## src/rtl/core/scs_pkg.sv

```systemverilog
// ----------------------------------------------------------------------------
// scs_pkg: selection count package
// Field widths and default limits shared by the selection counter.
// ----------------------------------------------------------------------------
package scs_pkg;

    localparam int POOL_W  = 16;
    localparam int SEL_W   = 7;
    localparam int COUNT_W = 40;

    localparam logic [7:0]       SCS_MAX_PER_VIDEO = 8'd64;
    localparam longint unsigned  SCS_COUNT_CEILING = 64'd1000000000000;

endpackage

```

## src/rtl/core/selection_count_saturating_unit.sv

```systemverilog
// ----------------------------------------------------------------------------
// selection_count_saturating_unit: saturating selection counter
// Counts n^k, P(n,k), C(n,k) or C(n+k-1,k), with mandatory items and k!,
// on one shift-add multiplier and one restoring divider under a sequencer.
// Each power, permutation or factorial step is one multiply; each binomial
// step is a multiply followed by a divide. At the default 10^12 ceiling,
// MB_W = VAL_W = 40.
// One request at a time; the next beat can be taken in the same cycle that the result appears.
// Reset: asynchronous, active low; the sequencer returns to idle, no beat out.
// ----------------------------------------------------------------------------
module selection_count_saturating_unit #(
    parameter longint unsigned COUNT_CEILING = scs_pkg::SCS_COUNT_CEILING
) (
    input  logic                        clk,
    input  logic                        rst_n,
    input  logic                        in_valid,
    output logic                        in_ready,
    input  logic [scs_pkg::POOL_W-1:0]  pool_size,
    input  logic [scs_pkg::SEL_W-1:0]   per_video,
    input  logic [scs_pkg::SEL_W-1:0]   mandatory_count,
    input  logic                        ordered,
    input  logic                        allow_repeats,
    output logic                        out_valid,
    input  logic                        out_ready,
    output logic [scs_pkg::COUNT_W-1:0] count,
    output logic                        overflow
);
    import scs_pkg::*;

    localparam int VAL_W = $clog2(COUNT_CEILING + 64'd1);
    localparam int OPD_W = 17;
    localparam int MB_W  = (VAL_W > OPD_W) ? VAL_W : OPD_W;
    localparam int ACC_W = VAL_W + 2;
    localparam int CNT_W = $clog2(MB_W + 1);
    localparam logic [ACC_W-1:0] CEIL = ACC_W'(COUNT_CEILING);

    typedef enum logic [2:0] {S_IDLE, S_PREP, S_ITER, S_MUL, S_DIV, S_DONE} state_t;
    typedef enum logic [2:0] {PH_POW, PH_PERM, PH_COMB, PH_FACT, PH_FINAL} phase_t;

    state_t              state_reg, state_next;
    phase_t              ph_reg, ph_next;
    logic [POOL_W-1:0]   n_reg, n_next;
    logic [SEL_W-1:0]    k_reg, k_next;
    logic [SEL_W-1:0]    m_reg, m_next;
    logic                ord_reg, ord_next;
    logic                rep_reg, rep_next;
    logic [VAL_W-1:0]    t_reg, t_next;
    logic [VAL_W-1:0]    f_reg, f_next;
    logic [7:0]          idx_reg, idx_next;
    logic [7:0]          lim_reg, lim_next;
    logic [OPD_W-1:0]    base_reg, base_next;
    logic                ovf_reg, ovf_next;
    logic [VAL_W-1:0]    ma_reg, ma_next;
    logic [MB_W-1:0]     mb_reg, mb_next;
    logic [ACC_W-1:0]    acc_reg, acc_next;
    logic [CNT_W-1:0]    cnt_reg, cnt_next;
    logic [7:0]          rem_reg, rem_next;
    logic                out_valid_reg, out_valid_next;
    logic [COUNT_W-1:0]  count_reg, count_next;
    logic                overflow_reg, overflow_next;

    logic                invalid;
    logic [SEL_W-1:0]    need;
    logic [OPD_W-1:0]    comb_n;
    logic [OPD_W-1:0]    half;
    logic [7:0]          kk;
    logic [OPD_W-1:0]    opnd;
    logic [ACC_W:0]      acc_sh;
    logic [ACC_W-1:0]    acc_step;
    logic [MB_W:0]       mb_sh;
    logic [8:0]          rem_sh;
    logic                div_ge;
    logic [8:0]          rem_sub;
    logic [VAL_W:0]      t_sh;
    logic [COUNT_W+VAL_W-1:0] count_ext;

    assign in_ready  = (state_reg == S_IDLE);
    assign out_valid = out_valid_reg;
    assign count     = count_reg;
    assign overflow  = overflow_reg;

    always_comb
    begin
        invalid = (k_reg == '0) || (n_reg == '0) || ({1'b0, k_reg} > SCS_MAX_PER_VIDEO)
                  || (m_reg > k_reg) || (!rep_reg && (POOL_W'(k_reg) > n_reg));
        need    = k_reg - m_reg;
        if (rep_reg)
            comb_n = {1'b0, n_reg} + OPD_W'(need) - OPD_W'(1);
        else
            comb_n = {1'b0, n_reg} - OPD_W'(m_reg);
        half = comb_n - OPD_W'(need);
        kk   = (OPD_W'(need) > half) ? 8'(half) : 8'(need);

        case (ph_reg)
            PH_POW:  opnd = {1'b0, n_reg};
            PH_PERM: opnd = {1'b0, n_reg} - OPD_W'(idx_reg) + OPD_W'(1);
            PH_COMB: opnd = base_reg + OPD_W'(idx_reg);
            PH_FACT: opnd = OPD_W'(idx_reg);
            default: opnd = '0;
        endcase

        acc_sh   = {acc_reg, 1'b0};
        acc_step = acc_sh[ACC_W-1:0] + (mb_reg[MB_W-1] ? ACC_W'(ma_reg) : '0);
        mb_sh    = {mb_reg, 1'b0};

        rem_sh  = {rem_reg, t_reg[VAL_W-1]};
        div_ge  = (rem_sh >= {1'b0, idx_reg});
        rem_sub = rem_sh - {1'b0, idx_reg};
        t_sh    = {t_reg, div_ge};

        count_ext = {{COUNT_W{1'b0}}, t_reg};
    end

    always_comb
    begin
        state_next     = state_reg;
        ph_next        = ph_reg;
        n_next         = n_reg;
        k_next         = k_reg;
        m_next         = m_reg;
        ord_next       = ord_reg;
        rep_next       = rep_reg;
        t_next         = t_reg;
        f_next         = f_reg;
        idx_next       = idx_reg;
        lim_next       = lim_reg;
        base_next      = base_reg;
        ovf_next       = ovf_reg;
        ma_next        = ma_reg;
        mb_next        = mb_reg;
        acc_next       = acc_reg;
        cnt_next       = cnt_reg;
        rem_next       = rem_reg;
        out_valid_next = out_valid_reg;
        count_next     = count_reg;
        overflow_next  = overflow_reg;

        if (out_valid_reg && out_ready)
            out_valid_next = 1'b0;

        case (state_reg)
            S_IDLE:
            begin
                if (in_valid)
                begin
                    n_next     = pool_size;
                    k_next     = per_video;
                    m_next     = mandatory_count;
                    ord_next   = ordered;
                    rep_next   = allow_repeats;
                    state_next = S_PREP;
                end
            end
            S_PREP:
            begin
                ovf_next = 1'b0;
                t_next   = VAL_W'(1);
                idx_next = 8'd1;
                if (invalid)
                begin
                    t_next     = '0;
                    state_next = S_DONE;
                end
                else if ((m_reg == '0) && ord_reg)
                begin
                    ph_next    = rep_reg ? PH_POW : PH_PERM;
                    lim_next   = 8'(k_reg);
                    state_next = S_ITER;
                end
                else
                begin
                    ph_next    = PH_COMB;
                    lim_next   = kk;
                    base_next  = comb_n - OPD_W'(kk);
                    state_next = S_ITER;
                end
            end
            S_ITER:
            begin
                if (ovf_reg)
                    state_next = S_DONE;
                else if (idx_reg > lim_reg)
                begin
                    if ((ph_reg == PH_COMB) && (m_reg != '0) && ord_reg)
                    begin
                        ph_next  = PH_FACT;
                        f_next   = VAL_W'(1);
                        idx_next = 8'd1;
                        lim_next = 8'(k_reg);
                    end
                    else if (ph_reg == PH_FACT)
                    begin
                        ph_next  = PH_FINAL;
                        idx_next = 8'd1;
                        lim_next = 8'd1;
                    end
                    else
                        state_next = S_DONE;
                end
                else
                begin
                    ma_next    = (ph_reg == PH_FACT) ? f_reg : t_reg;
                    mb_next    = (ph_reg == PH_FINAL) ? MB_W'(f_reg) : MB_W'(opnd);
                    acc_next   = '0;
                    cnt_next   = CNT_W'(MB_W);
                    state_next = S_MUL;
                end
            end
            S_MUL:
            begin
                acc_next = acc_step;
                mb_next  = mb_sh[MB_W-1:0];
                cnt_next = cnt_reg - CNT_W'(1);
                if (acc_step > CEIL)
                begin
                    ovf_next   = 1'b1;
                    state_next = S_ITER;
                end
                else if (cnt_reg == CNT_W'(1))
                begin
                    if (ph_reg == PH_FACT)
                        f_next = acc_step[VAL_W-1:0];
                    else
                        t_next = acc_step[VAL_W-1:0];
                    if (ph_reg == PH_COMB)
                    begin
                        rem_next   = '0;
                        cnt_next   = CNT_W'(VAL_W);
                        state_next = S_DIV;
                    end
                    else
                    begin
                        idx_next   = idx_reg + 8'd1;
                        state_next = S_ITER;
                    end
                end
            end
            S_DIV:
            begin
                rem_next = div_ge ? rem_sub[7:0] : rem_sh[7:0];
                t_next   = t_sh[VAL_W-1:0];
                cnt_next = cnt_reg - CNT_W'(1);
                if (cnt_reg == CNT_W'(1))
                begin
                    idx_next   = idx_reg + 8'd1;
                    state_next = S_ITER;
                end
            end
            S_DONE:
            begin
                if (!out_valid_reg || out_ready)
                begin
                    out_valid_next = 1'b1;
                    count_next     = ovf_reg ? '0 : count_ext[COUNT_W-1:0];
                    overflow_next  = ovf_reg;
                    state_next     = S_IDLE;
                end
            end
            default:
                state_next = S_IDLE;
        endcase
    end

    always_ff @(posedge clk or negedge rst_n)
    begin
        if (!rst_n)
        begin
            state_reg     <= S_IDLE;
            ph_reg        <= PH_POW;
            n_reg         <= '0;
            k_reg         <= '0;
            m_reg         <= '0;
            ord_reg       <= 1'b0;
            rep_reg       <= 1'b0;
            t_reg         <= '0;
            f_reg         <= '0;
            idx_reg       <= '0;
            lim_reg       <= '0;
            base_reg      <= '0;
            ovf_reg       <= 1'b0;
            ma_reg        <= '0;
            mb_reg        <= '0;
            acc_reg       <= '0;
            cnt_reg       <= '0;
            rem_reg       <= '0;
            out_valid_reg <= 1'b0;
            count_reg     <= '0;
            overflow_reg  <= 1'b0;
        end
        else
        begin
            state_reg     <= state_next;
            ph_reg        <= ph_next;
            n_reg         <= n_next;
            k_reg         <= k_next;
            m_reg         <= m_next;
            ord_reg       <= ord_next;
            rep_reg       <= rep_next;
            t_reg         <= t_next;
            f_reg         <= f_next;
            idx_reg       <= idx_next;
            lim_reg       <= lim_next;
            base_reg      <= base_next;
            ovf_reg       <= ovf_next;
            ma_reg        <= ma_next;
            mb_reg        <= mb_next;
            acc_reg       <= acc_next;
            cnt_reg       <= cnt_next;
            rem_reg       <= rem_next;
            out_valid_reg <= out_valid_next;
            count_reg     <= count_next;
            overflow_reg  <= overflow_next;
        end
    end

endmodule
```

## config.mk

```make
export PLATFORM = sky130hd
export DESIGN_NAME = selection_count_saturating_unit
export DESIGN_NICKNAME = d
export VERILOG_FILES = /design/src/rtl/core/scs_pkg.sv /design/src/rtl/core/selection_count_saturating_unit.sv
export SDC_FILE = /design/constraint.sdc
export NUM_CORES = 1
export LEC_CHECK = 0
export ABC_AREA = 1
export BUFFER_PORTS_ARGS = -buffer_cell sky130_fd_sc_hd__buf_2
export CAP_MARGIN = 5
export CORE_MARGIN = 2
export CORE_UTILIZATION = 65
export CTS_BUF_LIST = sky130_fd_sc_hd__clkbuf_8
export CTS_CLUSTER_SIZE = 10
export DETAILED_ROUTE_END_ITERATION = 10
export PLACE_DENSITY = 0.89
export RECOVER_POWER = 25
export SLEW_MARGIN = 15
export SYNTH_ARGS = -nofsm -noshare
export SYNTH_HDL_FRONTEND = slang
export SYNTH_SLANG_ARGS = --single-unit
```

## constraint.sdc

```tcl
create_clock -name clk -period 6.9 [get_ports clk]
set_input_delay 1.035 -clock clk [delete_from_list [all_inputs] [get_ports clk]]
set_output_delay 1.035 -clock clk [all_outputs]
set_load 0.02 [all_outputs]
```

======== Word-level counts from Yosys, hierarchy flattened ========
Cells that the tools add are included.
operators by class
  $mul .................................... 0
  mux-type cells .......................... 76
  bitwise gates (word level) .............. 4
  div/mod/pow operators ................... 0
  reductions and logical operators ........ 38
  shift operators ......................... 0
  order comparisons ....................... 7
  equality and inequality tests ........... 29
  add/sub/neg operators ................... 13
operators by type and width
  cell                   number
  $mux 40                15
  $pmux 40 s2            2
  $mux 8                 18
  $pmux 40 s3            1
  $mux 41                2
  $pmux 41 s2            1
  $pmux 17 s4            1
  $mux 3                 16
  $add 42x40->42         1
  $gt 42x40->1 const B   1
  $pmux 8 s2             2
  $pmux 8 s4             1
  $mux 6                 5
  $ne 2x2->1 const B     15
  $pmux 3 s6             1
  $pmux 6 s3             1
  $add 16x7->17          1
  $add 17x1->17 const B  1
  $add 17x8->17          1
  $gt 7x17->1            1
  $mux 17                1
  $sub 16x7->17          1
  $sub 16x8->17          1
  $sub 17x1->17 const B  1
  other kinds (39)       76
word-level totals
  input bits .............................. 36
  flip-flop bits (word level) ............. 329
  bits in read-only memories .............. 0
  bits in latches ......................... 0
  output and inout bits ................... 43
  bits in writable memories ............... 0
  memories kept ........................... 0

======== Longest topological paths before layout ========
Gate-level depths: netlist of the first run.
  depth in word-level cells ............... 10
  mapped depth ............................ 49
  mapped depth without buffers ............ 49

======== Least setup slack after synthesis of the first run ========
No wires, ideal clock.
  kind .................................... flip-flop to flip-flop
  start point ............................. register k_reg[0]
  end point ............................... register base_reg[16]
  data arrival time ....................... 6.058 ns
  slack ................................... 0.716 ns
  path buffers ............................ 0
  setup time .............................. 0.126 ns
  data required time ...................... 6.774 ns
  cell stages (with the launch flop) ...... 41
  cells stage by stage .................... dfrtp_1 inv_1 ha_1 fa_1 ha_1 inv_1 ha_1 fa_1 nand2_1 nand2_1 ha_1 inv_1 o31ai_1 nand3_1 a21boi_0 or2_2 nand2_1 ha_1 (+5 left out) nor2_1 nand2_1 nand4_1 nor2_4 nand3_1 nand2_1 fa_1 nand3_1 nand2_1 a21oi_1 o21bai_1 a21oi_1 nand2_1 nor2_1 nand3_1 xnor2_1 nand2_1 o21ai_0
on the way
  word-level cells in the longest chain between the ends .. 8
  elaborated cells on any way between the ends .. 19
ends and longest elaborated chain
  what                    line                                    text
  start, declared         selection_count_saturating_unit.sv:43   logic [SEL_W-1:0] k_reg, k_next;
  start signal, assigned  selection_count_saturating_unit.sv:295  k_reg <= k_next;
  $sub 7x7->7             selection_count_saturating_unit.sv:86   need = k_reg - m_reg;
  $add 16x7->17           selection_count_saturating_unit.sv:88   comb_n = {1'b0, n_reg} + OPD_W'(need) - OPD_W'(1);
  $sub 17x1->17           selection_count_saturating_unit.sv:88
  $mux 17                 selection_count_saturating_unit.sv:87   if (rep_reg)
  $sub 17x7->17           selection_count_saturating_unit.sv:91   half = comb_n - OPD_W'(need);
  $gt 7x17->1             selection_count_saturating_unit.sv:92   kk = (OPD_W'(need) > half) ? 8'(half) : 8'(need);
  $mux 8                  selection_count_saturating_unit.sv:92
  $sub 17x8->17           selection_count_saturating_unit.sv:174  base_next = comb_n - OPD_W'(kk);
  end signal, assigned    selection_count_saturating_unit.sv:303  base_reg <= base_next;
  end, declared           selection_count_saturating_unit.sv:51   logic [OPD_W-1:0] base_reg, base_next;
Several ways; a longest one is shown, not always the timed one.
A chain may end at the register's enable or synchronous reset.

======== Final worst setup path of the first run ========
  start point ............................. register k_reg[0]
  end point ............................... register base_reg[11]
Same word-level chain as after synthesis.

==> key figures, run 1 <==
Run status
  • Status: complete, but fails checks
  • Violated checks: max-capacitance violations, max-slew violations

Critical path
  • Worst Setup End Kind: flop
  • Most used cell, CP: nand2_1
  • Slowest CP cell: fa_1
  • Critical path class: flop to flop
  • Reg2reg setup slack: 0.51 ns
  • Critical path arrival: 6.98 ns
  • CP endpoint: base_reg[11]
  • Crit path required time: 7.49 ns
  • R2r startpoint: k_reg[0]
  • Startpoint Class: flop
  • Worst stage delay on the critical path: 0.48 ns
  • Critical R2R Capture: base_reg[11]
  • Worst r2r path cells: 43
  • CP Max Fanout: 7
  • Crit path from: k_reg[0]

CTS
  • H-tree levels: 2
  • CTS Hold Bufs: 0
  • Worst skew pair latency: 0.69 ns
  • Register clock-pin slew on the reported worst setup and hold paths: 0.06 ns
  • Max Root-Sink Buffers: 3
  • Root Driver: clkbuf_8
  • CTS Buf Count: 55
  • CTS tree: built
  • # clock sinks: 329

Die
  • Die Area: 0.03795 sq mm
  • Die Wd: 194.8 microns
  • Row cnt: 69
  • Core area: 0.03574 sq mm
  • Starting Density: 66.20%
  • Die H: 194.8 microns
  • Top-Level Pins: 79

Layout
  • ANT cells: 0
  • Finished Layout Cells: 3,924
  • Layout cells sized above 1: 12.10%
  • Max FFs per register: 41
  • Final Core Density: 71.82%
  • Nets: 3,613
  • Area Growth Syn to Fin: 8.482%

Yosys
  • Share of the synthesized area in the top cell type: 34.79%
  • Post-Syn Area: 0.02366 sq mm
  • Part of the Yosys area used for sequential elements: 34.79%
  • Post-Syn Nets: 3,538
  • Avg Inst Size Synth: 7.067 sq um
  • Number of synthesized register bits: 329
  • Synth area leaders: dfrtp_1, nand2_1, ha_1, inv_1, o21ai_0
  • Synth async-reset ratio: 100.0%
  • Ys Warns: 0
  • EDFF count, synth: 0
  • Top FF cell, synth: dfrtp_1
  • Yosys cell types: 63
  • Post-Syn Instances: 3,348
  • Dominant cell type by area after synthesis: dfrtp_1

Route
  • Avg WL per Cell: 19.50 microns
  • WL final: 76,510 microns
  • First-iteration detailed-routing DRC count: 2,527
  • Router iterations before antenna repair: 9
  • Vias/cell: 6.060
  • Routed Antenna Nets: 0
  • DR vias: 23,780
  • # DRC: 0

STA
  • Max Fclk: 156.5 MHz
  • Final hold vios: 0
  • Min Clock Period, post-route: 6.390 ns
  • Part of the cycle the worst path needs: 92.61%
  • Slew Viols, Final: 84
  • Clk_skew: 0.03851 ns
  • Worst slew margin: -212.3%
  • Slew of the pin with the lowest slew margin: 4.684 ns
  • Final TNS setup: 0 ns
  • Final setup vio count: 0

Power and ir drop
  • Clock network power share: 47.0%
  • Sw Pwr: 938.2 uW
  • Peak supply drop: 0.0001786 V
  • Power Density: 149.8 mW/mm^2
  • Gate power share: 2.3%
  • Share of power burned in registers: 50.7%
  • Leakage: 0.01398 uW
  • Sw frac: 24.39%
  • Internal: 2908 uW

Place
  • Port bufs: 78
  • # placed instances: 3,820
  • Routability cong.: 0.9882
  • Final HPWL DP: 57,110 microns

Global routing
  • First-pass GRT wire length: 122,300 microns
  • Gr ovfl total: 0
  • GRT Total Usage: 40.30%
  • Largest net degree at the start of global routing: 172
  • Antenna violations before repair: 1
  • Vias in the first global route: 23,450

Job
  • Max-Cap Viols: 1

Hold path
  • Min-delay worst type: flop to flop
[per-layer routing]
metal	routed length [microns]	global-route usage, %
met5	0	0
met3	6563	7.062
met2	36110	67.64
met4	3597	18.60
met1	30240	50.93
[power by group through the flow]
stage	logic [uW]	registers [uW]	clock network [uW]
finish	89.1	1950	1810
global route	100	1950	1890
CTS	91.9	1950	1810
detailed placement	91.2	1980	0
global placement	88.3	1980	0
floorplan	8.27	2000	0
[what timing repair did]
| action | in CTS | in global routing |
|---|---|---|
| pin swaps | 0 | 9 |
| endpoints found under the setup margin | 1 | 11 |
| buffers inserted | 0 | 7 |
| gates resized for setup | 1 | 22 |
[layout by cell type (no fill, tap or decap), types with 15 or more instances in the layout]
cell type and instances:
inv_1 471, nand2_1 941, o21ai_1 16, clkbuf_8 66
o21ai_2 81, nand2_2 45, o22ai_1 33, buf_2 77
inv_2 21, buf_4 38, or2_2 15, nand3_1 184
xor2_1 42, nor3_1 36, dfrtp_1 329, nor2_1 246
ha_1 142, nand4_1 34, a21oi_1 160, o21ai_0 270
[how the worst min path moves through the flow]
stage	startpoint	to	slack (ns)	cells after the start
after floorplan	rem_reg[7]	rem_reg[7]	0.43	2
final	ma_reg[6]	ma_reg[6]	0.48	2
after global placement	rem_reg[7]	rem_reg[7]	0.45	2
after detailed placement	lim_reg[7]	lim_reg[7]	0.46	2
after CTS	rst_n	acc_reg[12]	0.37	1
after global routing	acc_reg[13]	acc_reg[13]	0.50	2
[kinds of logic after synthesis]
family,after synthesis,synth area share (%)
XOR/XNOR,58,2.210
buffers and inverters,580,9.756
AO/OA/AOI/OAI,661,16.59
multiplexers,6,0.2855
flip-flops,329,34.79
adder cells (fa/ha/maj),154,8.429
AND/OR/NAND/NOR,1560,27.93
[stage by stage]
stage | instance area [sq um] | worst slack, ns | power, uW | hold slack, ns
after CTS | 25530 | 0.05617 | 3854 | 0.3745
after global placement | 24410 | 0.3147 | 2071 | 0.4515
after global routing | 25670 | -0.01354 | 3937 | 0.4984
after floorplan | 23660 | 0.7160 | 2007 | 0.4345
final | 25670 | 0.5099 | 3846 | 0.4815
after detailed placement | 24410 | 0.0002212 | 2075 | 0.4626
[Yosys cell counts, drive strengths merged, types with 5 or more instances]
master,n
nor3,42
o21ai,367
o22ai,33
nor4,12
a21oi,168
buf,29
o21bai,14
a21o,6
xor2,44
a211oi,12
dfrtp,329
nand3b,11
a2111oi,5
mux2,6
nand4,35
xnor2,14
ha,145
inv,477
fa,9
or2,17
clkbuf,70
nand2,986
nand3,190
nor2,262
a21boi,19
o211ai,12
[worst max-delay path: cells and delay by family (launching register included)]
family | cells | cell delay (ns)
AOI/OAI and AO/OA | 8 | 0.92
xor gates and xnor gates | 2 | 0.35
adders and majority gates | 7 | 2.18
buffers and inverters | 5 | 0.43
DFF | 1 | 0.34
and+or+nand+nor | 21 | 2.09
[final cells by class]
type | instances | area [sq um]
fillers | 2800 | 10070
multi-input cells | 2439 | 13240
well taps | 461 | 576.8
repair buffers | 117 | 694.4
flip-flops and latches | 329 | 8233
clock buffers | 66 | 908.4
inverters | 481 | 1805
clock inverters | 31 | 211.5
Note: power is estimated with default switching activity, not from simulation.
==> inputs of run 2 (changes only) <==
- CELL_PAD_IN_SITES_DETAIL_PLACEMENT: unset -> 2
- CELL_PAD_IN_SITES_GLOBAL_PLACEMENT: unset -> 2
- CORE_UTILIZATION: 65 -> 38
==> key figures, run 2 (same netlist as run 1, synthesis figures left out) <==
Die
  • Die Area: 0.06428 sq mm (was 0.03795 sq mm)
  • Die Wd: 253.5 microns (was 194.8 microns)
  • Row cnt: 91 (was 69)
  • Starting Density: 38.41% (was 66.20%)
  • Die H: 253.5 microns (was 194.8 microns)
  • Top-Level Pins: 79 (unchanged)
  • Core area: 0.06160 sq mm (was 0.03574 sq mm)

CTS
  • H-tree levels: 3 (was 2)
  • # clock sinks: 329 (unchanged)
  • CTS tree: built (unchanged)
  • CTS Buf Count: 69 (was 55)
  • Max Root-Sink Buffers: 3 (unchanged)
  • CTS Hold Bufs: 0 (unchanged)
  • Register clock-pin slew on the reported worst setup and hold paths: 0.06 ns (about the same)
  • Root Driver: clkbuf_8 (unchanged)
  • Worst skew pair latency: 0.71 ns (was 0.69 ns)

Critical path
  • Worst Path Buf+Inv: 5 (unchanged)
  • Most used cell, CP: nand2_1 (unchanged)
  • Critical path arrival: 7.28 ns (was 6.98 ns)
  • Critical R2R Capture: base_reg[13] (was base_reg[11])
  • Worst stage delay on the critical path: 0.41 ns (was 0.48 ns)
  • Worst r2r path cells: 46 (was 43)
  • Worst Setup End Kind: flop (unchanged)
  • Delay-heaviest family, CP: simple AND/OR/NAND/NOR gates (was adder cells)
  • CP Depth: 46 (was 43)
  • R2r startpoint: m_reg[0] (was k_reg[0])
  • Slowest CP cell: dfrtp_1 (was fa_1)
  • CP Max Fanout: 7 (unchanged)
  • Startpoint Class: flop (unchanged)
  • Critical path class: flop to flop (unchanged)
  • Reg2reg setup slack: 0.13 ns (was 0.51 ns)
  • Crit path required time: 7.41 ns (was 7.49 ns)

Hold path
  • HP Start: acc_reg[34] (was ma_reg[6])
  • Hold path cells: 2 (unchanged)
  • Min-delay worst type: flop to flop (unchanged)
  • Hold EP: acc_reg[34] (was ma_reg[6])

STA
  • Slew Viols, Final: 131 (was 84)
  • Final hold vios: 0 (unchanged)
  • Post-route setup slack: 0.1348 ns (was 0.5099 ns)
  • Worst slew margin: -223.5% (was -212.3%)
  • Clk_skew: 0.05767 ns (was 0.03851 ns)
  • Final setup vio count: 0 (unchanged)
  • Max Fclk: 147.8 MHz (was 156.5 MHz)
  • Min Clock Period, post-route: 6.765 ns (was 6.390 ns)
  • Slew of the pin with the lowest slew margin: 4.852 ns (was 4.684 ns)
  • Part of the cycle the worst path needs: 98.05% (was 92.61%)
  • Final TNS setup: 0 ns (unchanged)

Layout
  • ANT cells: 0 (unchanged)
  • Most frequent cells in the layout: nand2_1, inv_1, dfrtp_1 (unchanged)
  • Commonest non-fill, non-tap cell in the layout: nand2_1 (unchanged)
  • Max FFs per register: 41 (unchanged)
  • Final Core Density: 43.52% (was 71.82%)
  • Layout cells sized above 1: 14.38% (was 12.10%)
  • Nets: 3,646 (was 3,613)
  • Area Growth Syn to Fin: 13.28% (was 8.482%)
  • Final instance area: 0.02680 sq mm (was 0.02567 sq mm)

Global routing
  • GRT Total Usage: 35.04% (was 40.30%)
  • Antenna violations before repair: 2 (was 1)
  • Met3 Resource Use GR: 5.285% (was 7.062%)
  • M1 GR Usage: 41.65% (was 50.93%)
  • First-pass GRT wire length: 171,700 microns (was 122,300 microns)
  • Layer with the highest usage: met2 (unchanged)
  • Vias in the first global route: 28,580 (was 23,450)
  • Largest net degree at the start of global routing: 157 (was 172)
  • Global-route met2 utilization: 61.44% (was 67.64%)
  • Gr ovfl total: 0 (unchanged)

Run status
  • Status: complete, but fails checks (unchanged)
  • Violated checks: max-capacitance violations, max-slew violations (unchanged)

Route
  • DR vias: 24,930 (was 23,780)
  • Vias/cell: 5.741 (was 6.060)
  • Routed Antenna Nets: 0 (unchanged)
  • WL final: 112,500 microns (was 76,510 microns)
  • # DRC: 0 (unchanged)
  • Avg WL per Cell: 25.90 microns (was 19.50 microns)
  • First-iteration detailed-routing DRC count: 1,443 (was 2,527)
  • Router iterations before antenna repair: 5 (was 9)

Job
  • Max-Cap Viols: 3 (was 1)

Place
  • DP Area: 0.02502 sq mm (was 0.02441 sq mm)
  • Routability cong.: 0.8993 (was 0.9882)
  • Port bufs: 78 (unchanged)
  • Pre-CTS setup slack: -0.1441 ns (was 0.0002212 ns)
  • Final HPWL DP: 75,980 microns (was 57,110 microns)

Power and ir drop
  • Leakage: 0.01423 uW (was 0.01398 uW)
  • Peak supply drop: 0.0001314 V (was 0.0001786 V)
  • Power Density: 160.2 mW/mm^2 (was 149.8 mW/mm^2)
==> run 2: changes by cell type in the layout (fill, tap and decap cells not counted), sizes merged <==
| cell | before | now |
|---|---|---|
| clkinv | 14 | 18 |
| buf | 116 | 132 |
| clkbuf | 67 | 89 |
| clkinvlp | 3 | 1 |
| inv | 493 | 497 |
| bufinv | 2 | 1 |
==> run 2: worst max-delay path by stage <==
stage                  start            to  slack [ns]
floorplan           k_reg[0]  base_reg[16]        0.72
global placement    k_reg[0]  base_reg[13]        0.20
detailed placement  m_reg[0]  base_reg[11]       -0.14
CTS                 k_reg[0]  base_reg[13]       0.004
global route        m_reg[0]  base_reg[16]       -0.32
finish              m_reg[0]  base_reg[13]        0.13
==> run 2: cell type report <==
type,count,area (sq um)
Clock buffer,85,1170
Clock inverter,36,230.2
Fill cell,7235,34790
Inverter,481,1807
Multi-Input combinational cell,2439,13470
Sequential cell,329,8234
Tap cell,837,1047
Timing Repair Buffer,136,848.3
==> run 2: worst min-delay path, delay by kind of cell, from the launching register on <==
family,cells,cell delay (ns)
and+or+nand+nor,2,0.11
DFF,1,0.35
==> run 2: timing repair <==
item	4_1_cts	5_1_grt
buffers inserted	0	6
endpoints found under the setup margin	10	12
pin swaps	0	17
resized for setup	18	66
==> run 2: metal layers <==
layer	share of wire, %	wire [microns]
met5	0.011	12
met4	4.8	5432
met3	4.9	5508
met2	50	55940
met1	41	45600
==> run 2: power breakdown <==
part | internal, uW | switching [uW]
Clock | 1160 | 1080
Sequential | 1940 | 7.43
Combinational | 21.4 | 75.8
Total | 3130 | 1170
==> run 2: per-stage QoR <==
step           hold slack, ns  total power [uW]  instances
6_report               0.4845              4294       4343
5_1_grt                0.5098              4410       4343
4_1_cts                0.3327              4332       4336
3_5_place_dp           0.4717              2082       4215
3_3_place_gp           0.4567              2077       4215
2_1_floorplan          0.4345              2007       3348
